`src/hdl/set_assoc_lru_tag_lookup_defines.svh`:
```
// ---------------------------------------------------------------------------
// Set-associative LRU tag lookup: assertion macros
// Shared property templates for the lookup's checks.
// ---------------------------------------------------------------------------
`ifndef SET_ASSOC_LRU_TAG_LOOKUP_DEFINES_SVH
`define SET_ASSOC_LRU_TAG_LOOKUP_DEFINES_SVH

// same-cycle implication
`define SLRU_ASSERT_NOW(label, ante, cons, msg) \
    label: assert property (@(posedge aclk) disable iff (!aresetn) \
        (ante) |-> (cons)) else $error(msg);

// next-cycle implication
`define SLRU_ASSERT_NEXT(label, ante, cons, msg) \
    label: assert property (@(posedge aclk) disable iff (!aresetn) \
        (ante) |=> (cons)) else $error(msg);

`endif

```
`src/hdl/slru_pkg.sv`:
```
// ---------------------------------------------------------------------------
// Set-associative LRU tag lookup: package
// Shared constants, register codes and types.
// ---------------------------------------------------------------------------
package slru_pkg;

    localparam int SETS_DEFAULT      = 1024;
    localparam int WAYS_DEFAULT      = 8;
    localparam int ADDR_BITS_DEFAULT = 32;

    localparam int SET_W          = 10;
    localparam int TAG_W          = 32;
    localparam int CNT_W          = 32;
    localparam int MAX_INDEX_BITS = 10;

    localparam int CFG_IDX_W  = 2;
    localparam int CFG_DATA_W = 5;

    localparam logic [CFG_IDX_W-1:0] REG_OFFSET_BITS = 2'd0;
    localparam logic [CFG_IDX_W-1:0] REG_INDEX_BITS  = 2'd1;
    localparam logic [CFG_IDX_W-1:0] REG_WAYS_IN_USE = 2'd2;

    localparam logic [4:0] OFFSET_BITS_RESET = 5'd5;
    localparam logic [3:0] INDEX_BITS_RESET  = 4'd6;
    localparam logic [3:0] WAYS_IN_USE_RESET = 4'd8;

    typedef struct packed {
        logic [4:0] offset_bits;
        logic [3:0] index_bits;
        logic [3:0] ways_in_use;
    } cfg_t;

    typedef struct packed {
        logic [SET_W-1:0] set_index;
        logic [TAG_W-1:0] tag;
    } qent_t;

endpackage

```
`src/hdl/slru_queue.sv`:
```
// ---------------------------------------------------------------------------
// Set-associative LRU tag lookup: decoupling queue
// Two-entry FIFO between front end and back end.
// ---------------------------------------------------------------------------
`include "set_assoc_lru_tag_lookup_defines.svh"

module slru_queue import slru_pkg::*; (
    input  logic  aclk,
    input  logic  aresetn,
    input  logic  push,
    input  qent_t push_data,
    output logic  full,
    input  logic  pop,
    output qent_t pop_data,
    output logic  empty
);

    qent_t      mem_reg [2];
    logic       wr_ptr_reg, wr_ptr_next;
    logic       rd_ptr_reg, rd_ptr_next;
    logic [1:0] count_reg, count_next;

    assign full     = (count_reg == 2'd2);
    assign empty    = (count_reg == 2'd0);
    assign pop_data = mem_reg[rd_ptr_reg];

    always_comb begin
        wr_ptr_next = wr_ptr_reg ^ push;
        rd_ptr_next = rd_ptr_reg ^ pop;
        count_next  = count_reg + {1'b0, push} - {1'b0, pop};
    end

    always_ff @(posedge aclk) begin
        if (!aresetn) begin
            wr_ptr_reg <= 1'b0;
            rd_ptr_reg <= 1'b0;
            count_reg  <= 2'd0;
        end else begin
            wr_ptr_reg <= wr_ptr_next;
            rd_ptr_reg <= rd_ptr_next;
            count_reg  <= count_next;
        end
        if (push) begin
            mem_reg[wr_ptr_reg] <= push_data;
        end
    end

    `SLRU_ASSERT_NOW(a_no_overflow, full, !push, "push into full queue")
    `SLRU_ASSERT_NOW(a_no_underflow, empty, !pop, "pop from empty queue")
    `SLRU_ASSERT_NOW(a_count_range, 1'b1, count_reg != 2'd3, "queue count out of range")

endmodule

```
`config.mk`:
```
export PLATFORM = sky130hd
export DESIGN_NAME = slru_queue
export DESIGN_NICKNAME = d
export VERILOG_FILES = /design/src/hdl/slru_pkg.sv /design/src/hdl/slru_queue.sv
export VERILOG_INCLUDE_DIRS = /design/src /design/src/hdl
export SDC_FILE = /design/constraint.sdc
export NUM_CORES = 1
export LEC_CHECK = 0
export BUFFER_PORTS_ARGS = -buffer_cell sky130_fd_sc_hd__buf_2
export CAP_MARGIN = 40
export CELL_PAD_IN_SITES_DETAIL_PLACEMENT = 1
export CELL_PAD_IN_SITES_GLOBAL_PLACEMENT = 1
export CORE_MARGIN = 1.5
export CORE_UTILIZATION = 40
export DETAILED_ROUTE_END_ITERATION = 8
export GPL_ROUTABILITY_DRIVEN = 0
export GPL_TIMING_DRIVEN = 0
export PLACE_DENSITY = 0.76
export SLEW_MARGIN = 20
export SYNTH_ARGS = -nofsm -noshare
export SYNTH_HDL_FRONTEND = slang
export SYNTH_SLANG_ARGS = --single-unit
export TNS_END_PERCENT = 1
```
`constraint.sdc`:
```
create_clock -name aclk -period 1.7 [get_ports aclk]
set_input_delay 0.085 -clock aclk [delete_from_list [all_inputs] [get_ports aclk]]
set_output_delay 0.085 -clock aclk [all_outputs]
set_load 0.01 [all_outputs]
```
==> Word-level counts from Yosys, hierarchy flattened <==
Memories as Yosys holds them, arrays and structs flattened. A register that Yosys moved wholly into a read port is not among the register bits.
Cells that the tools add are included.
W data, S select, Z words.
{ "word_totals": {"ram_bits": 84, "output_inout_bits": 44, "mem_count": 1, "inputBits": 46, "elab_cells": 13, "ff_bits": 4} }
{ "memory_table": {"columns": ["memory", "depth", "word_bits", "rd", "rd_clocked_by_memory_dff", "wr", "line", "text"], "rows": [
  ["mem_reg", 2, 42, 1, 1, 1, "slru_queue.sv:18", "qent_t mem_reg [2];"]
]} }
{ "classes": {"muxes": 3, "n_bitwise": 2, "n_addsub": 2, "reduce_logical": 1, "eq_ne": 1} }
{ "op_table": {"columns": ["op", "count"], "rows": [
  ["$mux W1", 3],
  ["$add A2 B1 Y2", 1],
  ["$eq A2 B2 Y1 const B", 1],
  ["$logic_not A2 Y1", 1],
  ["$sub A2 B1 Y2", 1],
  ["$xor A1 B1 Y1", 2]
]} }

==> Longest topological paths before layout <==
{ "depth": {"depth_word": 2, "mapped_depth": 6, "ltp_nobuf": 6} }

==> Worst setup path before layout <==
Ideal clock, no wire load.
{ "synth_timing": {"path_kind": "reg-to-reg", "from": "register wr_ptr_reg", "to": "memory mem_reg[0][0] in the netlist's numbering (enable)", "period_less_slack_ps": 1796, "t_arrival_ps": 1393, "slack_ps": -96, "path_stages_with_launch": 3, "setup_time_ps": 404, "required_ps": 1296, "n_path_buf": 0, "cell_sequence": "dfxtp_1 > inv_1 > ha_1"} }
{ "synth_lines": {"columns": ["item", "line", "text"], "rows": [
  ["start: declaration", "slru_queue.sv:19", "logic wr_ptr_reg, wr_ptr_next;"],
  ["start signal: assignment", "slru_queue.sv:39", "wr_ptr_reg <= wr_ptr_next;"],
  ["end: declaration", "slru_queue.sv:18", null]
]} }
Straight into the memory's write port.

==> reports/qor.log <==
[logic_synthesis] Seq/Total Area, Yosys 75.6%
[route] wirelength, routed 6430 um
[setup_path] Critical Path End Type primary output
[sta] final max-slew violation count 0
[grt] global router's overall resource usage 14.7%
[logic_synthesis] Cell Area, Synth 3470 sq um
[placed_design] Port-buffer cells 89
[grt] GR Overflow Total 0
[floorplanning] Core Region 8300 sq um
[setup_path] master of the slowest instance on the critical path dfxtp_1
[placed_design] instance area at placement 4110 sq um
[route] number of vias per cell after detailed routing 4.57
[setup_path] peak per-stage delay on the critical path 0.33 ns
[route] drt drc 0
[sta] period utilisation layout 89.7%
[cts] CTS Buffer Depth 2
[cts] CTS tree done
[sta] final count of hold timing violations 0
[cts] # Post-CTS Setup Buffers 0
[cts] CTS Root Buffer Type clkbuf_8
[status] status finished clean
[sta] final setup violation count 0
[sta] transition time at the pin with the least slew margin 0.595 ns
[cts] number of cells upsized or downsized after cts 0
[logic_synthesis] synthesized instance count 152
[floorplanning] top-level port count 90
[grt] wire length of the first global-routing pass 9840 um
[setup_path] critical-path maximum fanout 10
[route] wire length per cell 15.8 um
[final_layout] Final Instance Area 4730 sq um
[route] Routed Antenna Nets 0
[final_layout] final-stage net count 347
[grt] vias in the first global route 2039
[setup_path] crit path launch type register
[route] number of vias in the routed layout 1860
[power_and_ir_drop] Static Leakage 0.00190 uW
[grt] global-route layer with the greatest usage met2
[cts] Inserted Clock Buffers 9
[cts] number of H-tree levels 3
[route] number of design-rule violations left by the first detailed-router iteration 35
[setup_path] endpoint arrival time on the critical path 1.44 ns
[route] first drt pass iteration count 4
[grt] pin count of the biggest net entering global routing 23
[floorplanning] Chip Width 96.2 um
[final_layout] area delta synth->final 36.3%
[final_layout] count of placed standard cells in the final layout, fillers left out 407
[sta] Worst Skew 0.00622 ns
[sta] Max Clk Rate 0.656 GHz
[floorplanning] starting utilization of the core area 41.8%
[placed_design] detailed placement HPWL 4120 um
[grt] routing usage on met2 26.0%
[logic_synthesis] synthesis-stage register bit count 89
[sta] Final min period 1.53 ns
[setup_path] CP Data Required Time 1.62 ns
[sta] setup TNS after final layout 0 ns
[logic_synthesis] warning count from the yosys run 0
[setup_path] cell breakdown of the critical path buf_6, buf_12, mux2_4, buf_2
[grt] number of antenna violations at the first check in global routing 0
[grt] met1 layer usage reported by global route 17.0%
[sta] setup repair after global routing missed its margin false
[power_and_ir_drop] peak ir drop on the vdd network 0.407 mV
[setup_path] path type of the worst setup path reg2out
[power_and_ir_drop] total power per unit cell area 1010 nW/um^2
[final_layout] Antenna diodes 0
[job] number of violations of the max-capacitance limit 0
[sta] Hold Slack 0.0837 ns
[floorplanning] die boundary height 96.2 um
[floorplanning] Cell Rows 33
[final_layout] share of final-layout standard cells stronger than drive strength 1 51.0%
[logic_synthesis] Distinct cells, synth 13
[cts] clock-pin slew on the worst setup and hold paths 0.08 ns
[cts] later-pin clock latency in the skew report 0.34 ns
[grt] global routing usage on met3 3.32%
[floorplanning] die footprint 9240 sq um
[min_path] Hold Path Class in2reg
[placed_design] number of placed instances, taps included 348
[logic_synthesis] per-instance average area after synthesis 22.8 sq um
[cts] clock sink count 89
[final_layout] number of flip-flops under the largest register name 84
[final_layout] core occupancy in the finished layout 57.0%
[sta] Slew headroom 60.3%
[logic_synthesis] Net Count, Synth 202
==> power by group <==
part	switching [uW]	internal, uW	total, uW	leakage (uW)
Combinational	332	453	785	0.000976
Sequential	42.8	2550	2600	0.000830
Clock	720	677	1400	0.0000909
Total	1090	3680	4780	0.00190
==> per-layer routing <==
metal  share of wire (%)  routed length (um)  vias to the layer above
met3                 4.8                 309                        9
li1                    -                   -                      876
met1                  42                2680                      917
met5                   0                   0                        -
met4                 1.1                  69                        0
met2                  52                3370                       58
==> cells by family after synthesis <==
family	count (synthesis)	share of synthesized area, %
flops	89	75.6
mux	42	18.0
buf+inv	8	2.96
simple gates	7	1.19
fa+ha+maj	4	1.44
xor+xnor	2	0.901
==> cells in the final DEF (no fill, tap or decap) <==
cell type and n:
and2_1 3, buf_12 4, buf_16 2, buf_2 89, buf_6 1, bufinv_16 1
clkbuf_8 9, clkinv_1 2, clkinv_4 1, clkinvlp_4 2, dfxtp_1 5, dlygate4sd3_1 43
edfxtp_1 84, ha_1 2, ha_2 2, inv_1 3, inv_6 1, mux2_2 2
mux2_4 40, nor2_1 1, nor2b_1 3, xnor3_1 1, xor2_1 1
==> critical path, delay by kind of cell (launching register included) <==
kind / cells / cell delay [ns]
buf+inv: 3 / 0.46
flops: 1 / 0.33
mux: 1 / 0.31
==> stage by stage <==
step	setup WS, ns	total power [uW]
finish	0.175	4780
detailed placement	0.206	3370
global route	0.100	4990
global placement	-0.642	3320
floorplan	-0.0757	3090
CTS	0.128	4830
==> worst paths after layout <==
kind	from	end	slack (ns)	depth (start not counted)
max reg2reg	wr_ptr_reg$_SDFF_PN0_	mem_reg[0][41]$_DFFE_PP_	0.23	3
min reg2reg	wr_ptr_reg$_SDFF_PN0_	wr_ptr_reg$_SDFF_PN0_	0.58	3
max	register	pop_data[31]	0.17	4
min	push	wr_ptr_reg$_SDFF_PN0_	0.08	3
==> synth_stat cells, drive strengths merged <==
library cell	n	area, sq um
ha	4	50.1
inv	3	11.3
nor2	1	3.75
xor2	1	8.76
nor2b	3	18.8
mux2	42	623
xnor3	1	22.5
and2	3	18.8
edfxtp	84	2520
dfxtp	5	100
buf	5	91.3
==> timing repair <==
action | in CTS | in global routing
endpoints found under the setup margin | 0 | 0
endpoints found under the hold margin | 89 | 0
hold buffers | 43 | 0
==> layout make-up <==
type | instances | area (sq um)
clock buffer | 9 | 124
fill | 782 | 3570
sequential | 89 | 2620
buffer | 5 | 91.3
inverter | 3 | 11.3
clock inverter | 7 | 70.1
timing repair buffer | 134 | 931
tap | 105 | 131
multi-input combinational | 55 | 751
No activity file was read; power rests on OpenSTA's default activity.
