<file path="src/hdl/set_assoc_lru_tag_lookup_defines.svh">
// ---------------------------------------------------------------------------
// Set-associative LRU tag lookup: assertion macros
// Shared property templates for the lookup's checks.
// ---------------------------------------------------------------------------
`ifndef SET_ASSOC_LRU_TAG_LOOKUP_DEFINES_SVH
`define SET_ASSOC_LRU_TAG_LOOKUP_DEFINES_SVH

// same-cycle implication
`define SLRU_ASSERT_NOW(label, ante, cons, msg) \
    label: assert property (@(posedge aclk) disable iff (!aresetn) \
        (ante) |-> (cons)) else $error(msg);

// next-cycle implication
`define SLRU_ASSERT_NEXT(label, ante, cons, msg) \
    label: assert property (@(posedge aclk) disable iff (!aresetn) \
        (ante) |=> (cons)) else $error(msg);

`endif

</file>
<file path="src/hdl/slru_pkg.sv">
// ---------------------------------------------------------------------------
// Set-associative LRU tag lookup: package
// Shared constants, register codes and types.
// ---------------------------------------------------------------------------
package slru_pkg;

    localparam int SETS_DEFAULT      = 1024;
    localparam int WAYS_DEFAULT      = 8;
    localparam int ADDR_BITS_DEFAULT = 32;

    localparam int SET_W          = 10;
    localparam int TAG_W          = 32;
    localparam int CNT_W          = 32;
    localparam int MAX_INDEX_BITS = 10;

    localparam int CFG_IDX_W  = 2;
    localparam int CFG_DATA_W = 5;

    localparam logic [CFG_IDX_W-1:0] REG_OFFSET_BITS = 2'd0;
    localparam logic [CFG_IDX_W-1:0] REG_INDEX_BITS  = 2'd1;
    localparam logic [CFG_IDX_W-1:0] REG_WAYS_IN_USE = 2'd2;

    localparam logic [4:0] OFFSET_BITS_RESET = 5'd5;
    localparam logic [3:0] INDEX_BITS_RESET  = 4'd6;
    localparam logic [3:0] WAYS_IN_USE_RESET = 4'd8;

    typedef struct packed {
        logic [4:0] offset_bits;
        logic [3:0] index_bits;
        logic [3:0] ways_in_use;
    } cfg_t;

    typedef struct packed {
        logic [SET_W-1:0] set_index;
        logic [TAG_W-1:0] tag;
    } qent_t;

endpackage

</file>
<file path="src/hdl/slru_front.sv">
// ---------------------------------------------------------------------------
// Set-associative LRU tag lookup: front end
// Accepts addresses, derives set index and tag, pushes them to the queue.
// ---------------------------------------------------------------------------
module slru_front import slru_pkg::*; #(
    parameter int SETS      = SETS_DEFAULT,
    parameter int ADDR_BITS = ADDR_BITS_DEFAULT
) (
    input  logic                 aclk,
    input  logic                 aresetn,
    input  cfg_t                 cfg,
    input  logic                 clearing,
    input  logic                 s_valid,
    output logic                 s_ready,
    input  logic [ADDR_BITS-1:0] s_address,
    input  logic                 q_full,
    output logic                 q_push,
    output qent_t                q_data
);

    localparam int EXT_W    = (ADDR_BITS > TAG_W) ? ADDR_BITS : TAG_W;
    localparam int RECIP_SH = 20;
    localparam int RECIP_W  = RECIP_SH + 1;
    localparam longint RECIP_L = ((longint'(1) << RECIP_SH) + longint'(SETS) - 1)
                                 / longint'(SETS);
    localparam logic [RECIP_W-1:0] RECIP = RECIP_W'(RECIP_L);
    localparam int PROD_W = SET_W + RECIP_W;
    localparam int QD_W   = SET_W + 17;

    typedef enum logic [3:0] {
        F_IDLE = 4'b0001,
        F_MOD  = 4'b0010,
        F_FIX  = 4'b0100,
        F_PUSH = 4'b1000
    } fstate_t;

    fstate_t          state_reg, state_next;
    logic [SET_W-1:0] set_reg, set_next;
    logic [TAG_W-1:0] tag_reg, tag_next;
    logic [SET_W-1:0] quot_reg, quot_next;

    logic [3:0]       ib;
    logic [SET_W:0]   imask;
    logic [ADDR_BITS-1:0] shifted;
    logic [SET_W-1:0] set_raw;
    logic [5:0]       tag_shift;
    logic [EXT_W-1:0] tag_ext;
    logic [PROD_W-1:0] prod;
    logic [QD_W-1:0]  qd;

    assign ib        = (cfg.index_bits > 4'(MAX_INDEX_BITS)) ? 4'(MAX_INDEX_BITS)
                                                             : cfg.index_bits;
    assign imask     = (11'd1 << ib) - 11'd1;
    assign shifted   = s_address >> cfg.offset_bits;
    assign set_raw   = shifted[SET_W-1:0] & imask[SET_W-1:0];
    assign tag_shift = {1'b0, cfg.offset_bits} + {2'b00, ib};
    assign tag_ext   = EXT_W'(s_address) >> tag_shift;

    // remainder by SETS: reciprocal multiply for the quotient, then subtract
    assign prod = PROD_W'(set_reg) * PROD_W'(RECIP);
    assign qd   = QD_W'(quot_reg) * QD_W'(SETS);

    assign s_ready = (state_reg == F_IDLE) && !clearing;
    assign q_push  = (state_reg == F_PUSH) && !q_full;
    assign q_data  = '{set_index: set_reg, tag: tag_reg};

    always_comb begin
        state_next = state_reg;
        set_next   = set_reg;
        tag_next   = tag_reg;
        quot_next  = quot_reg;
        case (state_reg)
            F_IDLE: begin
                if (s_valid && s_ready) begin
                    set_next = set_raw;
                    tag_next = tag_ext[TAG_W-1:0];
                    if (32'(set_raw) >= 32'(SETS)) begin
                        state_next = F_MOD;
                    end else begin
                        state_next = F_PUSH;
                    end
                end
            end
            F_MOD: begin
                quot_next  = prod[RECIP_SH +: SET_W];
                state_next = F_FIX;
            end
            F_FIX: begin
                set_next   = set_reg - qd[SET_W-1:0];
                state_next = F_PUSH;
            end
            F_PUSH: begin
                if (!q_full) begin
                    state_next = F_IDLE;
                end
            end
            default: state_next = F_IDLE;
        endcase
    end

    always_ff @(posedge aclk) begin
        if (!aresetn) begin
            state_reg <= F_IDLE;
        end else begin
            state_reg <= state_next;
        end
        set_reg  <= set_next;
        tag_reg  <= tag_next;
        quot_reg <= quot_next;
    end

endmodule

</file>
<file path="config.mk">
export PLATFORM = sky130hd
export DESIGN_NAME = slru_front
export DESIGN_NICKNAME = d
export VERILOG_FILES = /design/src/hdl/set_assoc_lru_tag_lookup_defines.svh /design/src/hdl/slru_pkg.sv /design/src/hdl/slru_front.sv
export SDC_FILE = /design/constraint.sdc
export NUM_CORES = 1
export LEC_CHECK = 0
export ABC_AREA = 1
export BUFFER_PORTS_ARGS = -buffer_cell sky130_fd_sc_hd__buf_2
export CORE_UTILIZATION = 51
export DETAILED_ROUTE_END_ITERATION = 7
export PLACE_DENSITY = 0.78
export SYNTH_ARGS = -nofsm -noshare
export SYNTH_HDL_FRONTEND = slang
export SYNTH_SLANG_ARGS = --single-unit
</file>
<file path="constraint.sdc">
create_clock -name aclk -period 2.6 [get_ports aclk]
set_clock_uncertainty 0.15 [all_clocks]
set_input_delay 0.39 -clock aclk [delete_from_list [all_inputs] [get_ports aclk]]
set_output_delay 0.39 -clock aclk [all_outputs]
set_load 0.01 [all_outputs]
</file>
Word-level counts from Yosys, hierarchy flattened
Index checks and enable logic that the tools add are counted.
{"block": "word_totals", "ff_bits": 46, "latchBits": 0, "ram_bits": 0, "rom_bits": 0, "input_bits": 50, "out_inout_bits": 44, "word_cells": 27, "memories": 0}
{"block": "op_classes", "n_addsub": 2, "multipliers": 0, "div_mod_pow": 0, "order_cmp": 1, "eq_ne": 6, "shifts": 3, "mux": 4, "bitwise": 1, "n_reduce_logical": 7}
{"cell": "$shr A32 B5 Y10", "count": 1}
{"cell": "$shr A32 B6 Y32", "count": 1}
{"cell": "$pmux W4 S4", "count": 1}
{"cell": "$mux W4", "count": 3}
{"cell": "$and A10 B10 Y10", "count": 1}
{"cell": "$shl A1 B4 Y10 const A", "count": 1}
{"cell": "$sub A10 B1 Y10 const B", "count": 1}
{"cell": "$add A5 B4 Y6", "count": 1}
{"cell": "$eq A4 B1 Y1 const B", "count": 1}
{"cell": "$eq A4 B2 Y1 const B", "count": 1}
{"cell": "$eq A4 B3 Y1 const B", "count": 1}
{"cell": "$eq A4 B4 Y1 const B", "count": 1}
{"cell": "$gt A4 B4 Y1 const B", "count": 1}
{"cell": "$reduce_and A2 Y1", "count": 2}
{"cell": "$logic_and A1 B1 Y1", "count": 3}
{"cell": "$logic_not A1 Y1", "count": 2}
{"cell": "$ne A2 B1 Y1 const B", "count": 1}
{"cell": "$ne A2 B2 Y1 const B", "count": 1}

Logic depth before layout (Yosys ltp)
{"block": "logic_depth", "depth_word": 5, "ltp_mapped": 14, "ltp_nobuf": 12}

Worst setup path after synthesis
Ideal clock, no wire load.
{"block": "synth_path", "path_type": "input to register", "from": "in cfg[7] (netlist name)", "to": "reg tag_reg[25], data pin", "setup_time_ns": 0.255, "t_arrival_ns": 2.448, "t_required_ns": 2.195, "path_slack_ns": -0.253, "stages": 11, "path_buffers": 3, "cell_sequence": "clkbuf_2 -> inv_1 -> o21ai_0 -> fa_1 -> clkbuf_1 -> inv_1 -> clkbuf_1 -> nand3_1 -> nand3_1 -> nand2_1 -> and3_1"}
{"block": "synth_between", "elab_chain_cells": 4}
{"item": "start, declared", "line_no": "slru_front.sv:11", "source": "input cfg_t cfg,"}
{"item": "$gt A4 B4 Y1", "line_no": "slru_front.sv:51", "source": "assign ib = (cfg.index_bits > 4'(MAX_INDEX_BITS)) ? 4'(MAX_INDEX_BITS)"}
{"item": "$mux W4 (*)", "line_no": "slru_front.sv:51"}
{"item": "$add A5 B4 Y6 (*)", "line_no": "slru_front.sv:56", "source": "assign tag_shift = {1'b0, cfg.offset_bits} + {2'b00, ib};"}
{"item": "$shr A32 B6 Y32 (*)", "line_no": "slru_front.sv:57", "source": "assign tag_ext = EXT_W'(s_address) >> tag_shift;"}
{"item": "end signal, assigned", "line_no": "slru_front.sv:108", "source": "tag_reg <= tag_next;"}
{"item": "end, declared", "line_no": "slru_front.sv:39", "source": "logic [TAG_W-1:0] tag_reg, tag_next;"}
Mark *: on every way between the ends. The rest lies on a longest branch, timed or not.
A chain may end at the register's enable or synchronous reset.

Final worst setup path
{"block": "layout_path", "from": "in cfg[6] (netlist name)", "to": "reg tag_reg[30], data pin"}
Same word-level chain as after synthesis.

==> results by group <==
Global route
  – Largest net degree at the start of global routing: 35
  – Antenna violations before repair: 0
  – Total routing resource utilization after global routing: 30.5%
  – Global-route wire length before repair: 23.6 mm
  – Global-route congestion overflow total: 0
  – Via count of the first global-routing pass: about 5100

Cells and area
  – Max FFs per register: 32
  – Most frequent standard cell in the layout excluding fill and tap cells: nand3_1
  – Share of post-route cells with drive strength above 1: 19.1%
  – Reg area: 0.00130 mm^2
  – Most frequent cells in the layout: 246 x nand3_1, 201 x nand2_1, 89 x buf_2
  – Number of antenna repair diodes: 0
  – Non-filler instance count after layout: around 930
  – Final layout net count: around 880
  – Area delta synth->final: 18.5%
  – Number of filler cells placed in the layout: 839
  – Area occupied by multi-input gates: 0.00295 mm^2

Yosys
  – Post-synthesis instance area: between 0.004 and 0.005 mm^2
  – Cell variety after synth: between 40 and 50
  – Yosys warning total: 0
  – Async set or reset register ratio after synthesis: 0%
  – Leading cell types by total area after synthesis: edfxtp_1 27%, nand3_1 27%, nand2_1 16%
  – Mean post-synth cell area: 6.29 um^2
  – Sequential fraction of the synthesis area: roughly 28%
  – Net count after synthesis: 792
  – Mapped Cells: 737
  – Number of synthesized flops with an enable pin: 42
  – Register bit total from synthesis: 44
  – Most common flop cell mapped by yosys: edfxtp_1
  – Share of Yosys cell area claimed by the top area cell type: 27.2%
  – Largest area contributor in the synthesized netlist: edfxtp_1

Clock network
  – Count of buffers added by post-CTS timing repair for setup: 0
  – Number of hold buffers added after cts: 0
  – Clock tree from TritonCTS: done
  – Post-cts repair resize count: 0
  – Number of CTS-inserted buffers: 5
  – Number of sinks on the clock net: 44
  – Worst-skew pair later-pin latency: around 310 ps
  – CTS clock-pin slew for the worst setup and hold paths: 110 ps
  – Total number of H-tree levels: 2
  – CTS Root Cell: clkbuf_8
  – Longest Clk Path Bufs: 2

STA
  – Number of hold-slack violations in the final timing report: 0
  – Slew at the pin closest to its max-slew limit: 516 ps
  – Final Critical Period: 2360 ps
  – Ratio of final minimum period to clock period: between 90% and 100%
  – Final setup margin: 244 ps
  – Count of final setup violators: 0
  – Number of max-slew violations in the final report: 0
  – Unrepaired setup endpoints after global routing: false
  – Maximum achievable frequency: 0.424 GHz
  – Slew HR: 65.2%

Floorplanning
  – X dimension of the die: between 90 and 100 um
  – Placeable core area: 0.00876 mm^2
  – Initial core utilization: 52.9%
  – Die Area: 0.00948 mm^2
  – IO Count: 94
  – Number of standard-cell rows in the floorplan: 34
  – Chip Height: between 90 and 100 um

Pwr
  – Power Density: around 520 mW/mm^2
  – Leakage power summed over all cells: 2.57 nW
  – IR Drop Worst-Case VDD: 287 uV
  – Overall Power: between 2 and 3 mW

Critical path
  – WS Path Type: in2reg
  – Capturing element type of the critical path: flip-flop
  – Maximum fanout count along the critical path: 13
  – Slowest stage cell on the critical path: nor2_1
  – Req. time, crit path: 2580 ps
  – CP peak stage delay: 270 ps
  – Cell breakdown of the critical path: buf_2 -> inv_1 -> o21ai_1 -> buf_4 -> ha_1 -> a21oi_1 -> nor2_1 -> a21oi_1 -> o31ai_2 -> nor2_1 -> inv_1 -> nor3_1
  – Type of element launching the critical path: input port
  – Worst setup slack for register-to-register paths: 1020 ps
  – Arrival @ worst endpoint: ~2300 ps

Detailed routing
  – Via count: 5536
  – DRC violation total after the first TritonRoute iteration: between 500 and 600
  – Number of remaining DRC errors: 0
  – Via density per instance: 5.96
  – ANT nets after route: 0
  – Total Wirelength: 14.3 mm
  – Post-DR wirelength/cell: between 15 and 20 um
  – 1st-pass router iterations: 6

Flow run
  – Max capacitance violation total: 0

Placed design
  – DP Worst Slack: -80.6 ps
  – Detailed Place HPWL: between 10 and 15 mm
  – Final weighted congestion in routability-driven placement: 0.962
  – Post-Place Cells: 921
  – PortBufs: slightly below 90

Worst hold path
  – Path category of the worst min-delay check: in2reg

Run status
  – Outcome: completed
where the power goes:
| group | switching [mW] | leakage, nW | internal [mW] |
|---|---|---|---|
| combinational | 0.906 | 2.11 | 0.525 |
| sequential | 0.0112 | 0.406 | 0.868 |
| clock | 0.274 | 0.0548 | 0.290 |
cell families after synthesis:
kind of cell	synth area share [%]
DFF	28.1
xor gates and xnor gates	0.755
adders and majority gates	1.51
and+or+nand+nor	49.3
AOI/OAI and AO/OA	11.1
buffers and inverters	8.55
muxes	0.647
synthesized netlist by cell type, drive strengths merged, types with 3 or more instances:
library cell	instances
edfxtp	42
o211ai	10
nor2	28
nand4	4
ha	4
and2	4
clkbuf	17
and3	3
buf	37
o21ai	45
nand2	205
nand3	250
inv	32
or2	5
a21oi	25
xor2	4
nor3	5
mux2i	3
path summary, 6_finish.rpt:
kind	start	to	cells after the start
max	cfg[6]	tag_reg[30]	12
min	aresetn	state_reg[3]	3
max reg2reg	state_reg[3]	tag_reg[4]	4
min reg2reg	state_reg[3]	state_reg[3]	2
per-stage QoR:
step / hold WS, ps / area (um^2) / setup TNS (ps) / utilization, %
floorplan: 364 / 4670 / 0 / -
global placement: 389 / 5380 / -129 / 61.4
detailed placement: 425 / 5380 / -599 / 61.4
CTS: 145 / 5500 / 0 / 62.7
global route: 162 / 5500 / 0 / 62.7
finish: 147 / 5500 / 0 / 62.7
layer usage:
metal	track usage, %	wire, um	part of all wire (%)	vias to the layer above
met3	5.04	1330	9.3	30
met4	8.03	312	2.2	0
met5	0	0	0	-
met1	40.6	6020	42	2498
met2	51.2	6610	46	282
li1	-	-	-	2726
critical path, delay by kind of cell:
family / cells / cell delay, ps
buffers and inverters: 4 / 650
AOI/OAI and AO/OA: 4 / 590
and+or+nand+nor: 3 / 550
adders and majority gates: 1 / 180
area by class of cell:
type,instances,area share (%)
multi-input combinational,605,53.7
timing repair buffer,130,15.8
tap,108,2.46
sequential,44,23.7
inverter,34,2.32
clock buffer,5,1.25
clock inverter,3,0.842
No activity file was read; power rests on OpenSTA's default activity.
